`src/design/pcs_divider.sv`:
```
// stretch divider: restoring division, one quotient bit per cycle, round half even
`default_nettype none
module pcs_divider (
    input  wire logic       i_clk,
    input  wire logic       i_rst_n,
    input  wire logic       i_start,
    input  wire logic [7:0] i_pixel,
    input  wire logic [7:0] i_low,
    input  wire logic [7:0] i_high,
    output logic            o_done,
    output logic [7:0]      o_result
);
    // numerator magnitude up to 255*255 (16 bits), divisor up to 255
    logic [15:0] r_num;
    logic [15:0] n_num;
    logic [8:0]  r_rem;
    logic [8:0]  n_rem;
    logic [15:0] r_quo;
    logic [15:0] n_quo;
    logic [7:0]  r_den;
    logic        r_neg;
    logic        r_busy;
    logic        r_done;
    logic [4:0]  r_cnt;
    logic [7:0]  r_result;
    logic        r_special;
    logic [7:0]  r_spec_val;

    logic signed [9:0]  diff_p;
    logic signed [9:0]  diff_d;
    logic        [16:0] prod;
    logic               neg_n;
    logic               neg_d;
    logic        [7:0]  mag_d;
    logic        [8:0]  mag_p;
    logic        [9:0]  trial;
    logic        [16:0] qf;
    logic               up;
    logic signed [18:0] qs;

    // setup values
    always_comb begin
        diff_p = $signed({2'b0, i_pixel}) - $signed({2'b0, i_low});
        diff_d = $signed({2'b0, i_high}) - $signed({2'b0, i_low});
        neg_n  = diff_p[9];
        neg_d  = diff_d[9];
        mag_p  = neg_n ? 9'(-diff_p) : diff_p[8:0];
        mag_d  = neg_d ? 8'(-diff_d) : diff_d[7:0];
        prod   = 17'(mag_p) * 17'd255;
    end

    // one restoring step
    always_comb begin
        trial = {r_rem, r_num[15]} - {2'b0, r_den};
        if (!trial[9]) begin
            n_rem = trial[8:0];
            n_quo = {r_quo[14:0], 1'b1};
        end else begin
            n_rem = {r_rem[7:0], r_num[15]};
            n_quo = {r_quo[14:0], 1'b0};
        end
        n_num = {r_num[14:0], 1'b0};
    end

    // floor and round half even of the signed result; clamped when registered
    always_comb begin
        if (!r_neg) begin
            up = ({r_rem, 1'b0} > {2'b0, r_den}) ||
                 (({r_rem, 1'b0} == {2'b0, r_den}) && r_quo[0]);
            qf = {1'b0, r_quo} + 17'(up);
            qs = $signed({2'b0, qf});
        end else begin
            // -(m/d): floor is -q-1 with remainder d-r when r != 0
            if (r_rem == 9'd0) begin
                qs = -$signed({2'b0, 1'b0, r_quo});
            end else begin
                qs = -$signed({2'b0, 1'b0, r_quo}) - 19'sd1;
                up = ({(9'(r_den) - r_rem), 1'b0} > {2'b0, r_den}) ||
                     (({(9'(r_den) - r_rem), 1'b0} == {2'b0, r_den}) && qs[0]);
                qs = qs + 19'(up);
            end
            qf = 17'd0;
            up = 1'b0;
        end
    end

    always_ff @(posedge i_clk) begin
        if (!i_rst_n) begin
            r_busy <= 1'b0;
            r_done <= 1'b0;
        end else begin
            r_done <= 1'b0;
            if (i_start) begin
                r_special  <= (mag_d == 8'd0);
                r_spec_val <= (i_pixel > i_low) ? 8'd255 : 8'd0;
                r_num      <= prod[15:0];
                r_neg      <= neg_n ^ neg_d;
                r_den      <= (mag_d == 8'd0) ? 8'd1 : mag_d;
                r_rem      <= 9'd0;
                r_quo      <= 16'd0;
                r_cnt      <= 5'd0;
                r_busy     <= 1'b1;
            end else if (r_busy) begin
                if (r_cnt == 5'd16) begin
                    r_busy <= 1'b0;
                    r_done <= 1'b1;
                    if (r_special) begin
                        r_result <= r_spec_val;
                    end else if (qs < 0) begin
                        r_result <= 8'd0;
                    end else if (qs > 19'sd255) begin
                        r_result <= 8'd255;
                    end else begin
                        r_result <= qs[7:0];
                    end
                end else begin
                    r_num <= n_num;
                    r_rem <= n_rem;
                    r_quo <= n_quo;
                    r_cnt <= r_cnt + 5'd1;
                end
            end
        end
    end

    assign o_done   = r_done;
    assign o_result = r_result;
endmodule
`default_nettype wire

```
`config.mk`:
```
export PLATFORM = sky130hd
export DESIGN_NAME = pcs_divider
export DESIGN_NICKNAME = d
export VERILOG_FILES = /design/src/design/pcs_divider.sv
export SDC_FILE = /design/constraint.sdc
export NUM_CORES = 1
export LEC_CHECK = 0
export CELL_PAD_IN_SITES_DETAIL_PLACEMENT = 1
export CELL_PAD_IN_SITES_GLOBAL_PLACEMENT = 1
export CORE_UTILIZATION = 30
export CTS_CLUSTER_DIAMETER = 80
export DETAILED_ROUTE_END_ITERATION = 10
export DONT_BUFFER_PORTS = 1
export GPL_TIMING_DRIVEN = 0
export PLACE_DENSITY = 0.64
export SLEW_MARGIN = 20
export SYNTH_ARGS = -nofsm -noshare
export SYNTH_HDL_FRONTEND = slang
export SYNTH_SLANG_ARGS = --single-unit
```
`constraint.sdc`:
```
create_clock -name i_clk -period 18.2 [get_ports i_clk]
set_input_delay 1.82 -clock i_clk [delete_from_list [all_inputs] [get_ports i_clk]]
set_output_delay 1.82 -clock i_clk [all_outputs]
set_load 0.1 [all_outputs]
```
==> qor.yml <==
timing:
  grt_setup_unrepaired: "no"
  slew_viol_final: 0
  setup_viol: 0
  final.period_utilization_pct: 44.8
  worst-slew-pin-transition_ns: 1.05
  max_clock_freq_ghz: 0.123
  fin_crit_ns: 8.15
  max-slew-margin-rel_pct: 29.7
  worst_clock_skew_ns: 0.00723
  setup-tns-final_ns: 0
  finalHoldViolations: 0
worst_setup_path:
  setup.worst_path.end_class: "flip-flop"
  slowest_delay_ns: 0.54
  crit_fanout: 9
  ff2ff_path_depth: 23
  critical_path.startpoint_type: "input port"
  slowest_stage_cell_crit_path: "sky130_fd_sc_hd__fa_1"
  reg2reg_setup_slack_ns: 12.75
  cp_top_family: "adder cells"
  endpoint: "r_num[15]"
  timing.rr.start: "r_den[0]"
  arrival_ns: 8.21
  path_class: "in -> reg"
  path_common_cell: "sky130_fd_sc_hd__inv_1"
  cp_num_buf_inv: 6
  critical_path.reg2reg.endpoint: "o_result[1]"
  data_required_time_at_the_worst_endpoint_ns: 18.26
  crit_path_start: "i_pixel[0]"
  critical_path_depth: 29
cells_and_area:
  seq_area_um2: 1990
  antennaDiodeCount: 0
  postLayoutCellArea_um2: 8880
  num-nets-final: 1020
  area_added_between_synthesis_and_finish_pct: 11.0
  layout-drive-gt1-share_pct: 9.34
  fillCellCount: 3064
  multiInputGateArea_um2: 5370
clock_network:
  cts.sink_count: 67
  cts_made_buffers: 9
  resize_count_post_cts: 0
  cts.clk_slew.worst_paths_ns: 0.06
  clock_tree.root_cell: "sky130_fd_sc_hd__clkbuf_16"
  post_cts_hold_buffer_count: 0
  htree_num_levels: 3
  source_to_sink_clock_delay_at_the_later_pin_of_the_worst_skew_pair_ns: 0.35
  cts_tree: "done"
  cts_post_setup_buffers_inserted: 0
  cts_max_path_buffers: 2
detailed_routing:
  drtAntennaViolNets: 0
  top_layer_used: "met4"
  wl_met2_um: 9360
  remaining_drc_errors: 4
  via_count: 6080
  post_drt_wl_per_cell_um: 16.1
  met3WireLength_um: 480
  met1Wirelength_um: 9490
  drtPass1Iterations: 7
  drt-initial-drc-count: 255
  wl_um: 19500
  routed_via_density: 5.01
grt:
  grt_util_all_layers_pct: 15.4
  grt_pass1_wl_um: 33200
  first_global_vias: 6458
  overall_overflow_remaining_after_global_route: 0
  grt_antenna_before_repair: 0
  pin_count_of_the_biggest_net_entering_global_routing: 22
synth:
  yosys_most_used_dff: "sky130_fd_sc_hd__edfxtp_1"
  synth.ff_latch_count: 67
  netlist_area_um2: 8000
  postSynthCellCount: 858
  synth-edff-count: 65
  yosys.area.top_type_share_pct: 24.4
  synthTopCellsByArea: "sky130_fd_sc_hd__edfxtp_1 (24%), sky130_fd_sc_hd__ha_1 (12%), sky130_fd_sc_hd__fa_1 (10%)"
  most_numerous_cell_in_the_yosys_netlist: "sky130_fd_sc_hd__inv_1"
  synthTopCellsByCount: "sky130_fd_sc_hd__inv_1 (115), sky130_fd_sc_hd__ha_1 (79), sky130_fd_sc_hd__edfxtp_1 (65), sky130_fd_sc_hd__a21oi_1 (54), sky130_fd_sc_hd__nor2_1 (53)"
  synth_top_area_cell: "sky130_fd_sc_hd__edfxtp_1"
  synthesis.yosys.warnings: 0
  synthesis.area_per_instance_um2: 9.32
  netlist-cell-type-count: 84
  synth_seq_area_share_pct: 24.9
  synth_fp_nets: 1005
  synth_async_sr_flop_share_pct: 0
die:
  floorplan.core_area_um2: 26100
  core.rowCount: 59
  die-area_um2: 27300
  initial_core_utilization_pct: 30.6
  ios: 36
  die_h_um: 165
  die_width_um: 165
flow_run:
  maxCapViolCount: 0
place:
  io_buffers: 0
  place_hpwl_um: 15900
  place_area_um2: 8500
  place.gp.congestion: 0.833
run_status:
  outcome: "complete, but fails checks"
  violations: "DRC"
hold_path:
  worstHoldPathCells: 2
  worst_min_path_class: "reg -> reg"
## worst reg2reg max path, stage by stage (launching register included)
cell and delay [ns]:
sky130_fd_sc_hd__edfxtp_1 0.49, sky130_fd_sc_hd__inv_1 0.13, sky130_fd_sc_hd__ha_1 0.23, sky130_fd_sc_hd__fa_1 0.41, sky130_fd_sc_hd__nor2b_1 0.13, sky130_fd_sc_hd__o21ai_0 0.08, sky130_fd_sc_hd__nand2b_1 0.11, sky130_fd_sc_hd__xor2_1 0.08
sky130_fd_sc_hd__ha_1 0.28, sky130_fd_sc_hd__and4_1 0.23, sky130_fd_sc_hd__a21oi_1 0.07, sky130_fd_sc_hd__nand2_1 0.07, sky130_fd_sc_hd__a21o_1 0.12, sky130_fd_sc_hd__a21oi_1 0.06, sky130_fd_sc_hd__o211ai_1 0.25, sky130_fd_sc_hd__ha_1 0.28
sky130_fd_sc_hd__ha_1 0.22, sky130_fd_sc_hd__nand3_1 0.11, sky130_fd_sc_hd__nor3_1 0.45, sky130_fd_sc_hd__nand4_1 0.24, sky130_fd_sc_hd__a2111oi_4 0.39, sky130_fd_sc_hd__a32oi_2 0.12, sky130_fd_sc_hd__o31ai_4 0.45, sky130_fd_sc_hd__a21oi_1 0.14
## metrics by stage
step	utilization [%]	worst slack (ns)	std cells	hold WS, ns
after floorplan	-	10.01	858	0.439
after global placement	32.2	9.30	1193	0.469
after detailed placement	32.5	9.64	1197	0.496
after CTS	33.9	9.95	1213	0.502
after global routing	34.0	9.40	1213	0.539
final	34.0	10.05	1213	0.497
## cell type report
class                      count  area share (%)
sequential                    67            22.4
buffer                        28            2.59
clock inverter                 6            1.55
inverter                     116            4.90
clock buffer                  10            2.58
tap                          335            4.72
multi-input combinational    647            60.5
timing repair buffer           4           0.761
## routing by layer
layer	GRT usage (%)	up-vias
li1	-	3035
met1	20.4	2965
met2	26.3	68
met3	1.92	12
met4	4.17	0
met5	0	-
## cell usage in the layout, fill, tap and decap left out, drive strengths merged, types with 9 or more instances in the layout
cell    Yosys  routed
fa         41      41
nand2      42      42
clkbuf     21      31
or3        11      11
a21oi      54      54
o31ai       9       9
nand3      25      25
a21o       22      22
ha         79      79
nand4      10      10
inv       115     115
xnor2      53      53
mux2       13      13
o21ai      39      39
buf         7      11
or4         9       9
nor2b      24      24
nor4       11      11
edfxtp     65      65
nor2       53      53
nor3       17      17
o211ai      9       9
xor2       34      34
## registers in the layout (all words and copies together), names as in the netlist
name,count
r_num,16
r_quo,16
r_special,1
r_spec_val,1
o_done,1
r_rem,9
r_den,8
r_busy,1
o_result,8
r_neg,1
r_cnt,5
## how the worst min path moves through the flow
stage	start	to	slack [ns]
2_1_floorplan	r_busy	o_done	0.44
3_3_place_gp	r_busy	o_done	0.47
3_5_place_dp	r_busy	o_done	0.50
4_1_cts	r_busy	o_done	0.50
5_1_grt	r_busy	o_done	0.54
6_report	r_busy	o_done	0.50
## kinds of logic (layout without fill, tap and decap cells)
group | count (synthesis) | after routing | synth area share (%)
AO/OA/AOI/OAI | 173 | 173 | 14.3
flip-flops | 67 | 67 | 24.9
adder cells (fa/ha/maj) | 120 | 120 | 22.6
AND/OR/NAND/NOR | 245 | 245 | 17.1
multiplexers | 21 | 21 | 2.83
buffers and inverters | 144 | 164 | 8.32
XOR/XNOR | 88 | 88 | 9.90
Power is left out: the tool's default activity adds up to more than one toggle a clock period on the data nets, which glitch-free logic cannot reach.
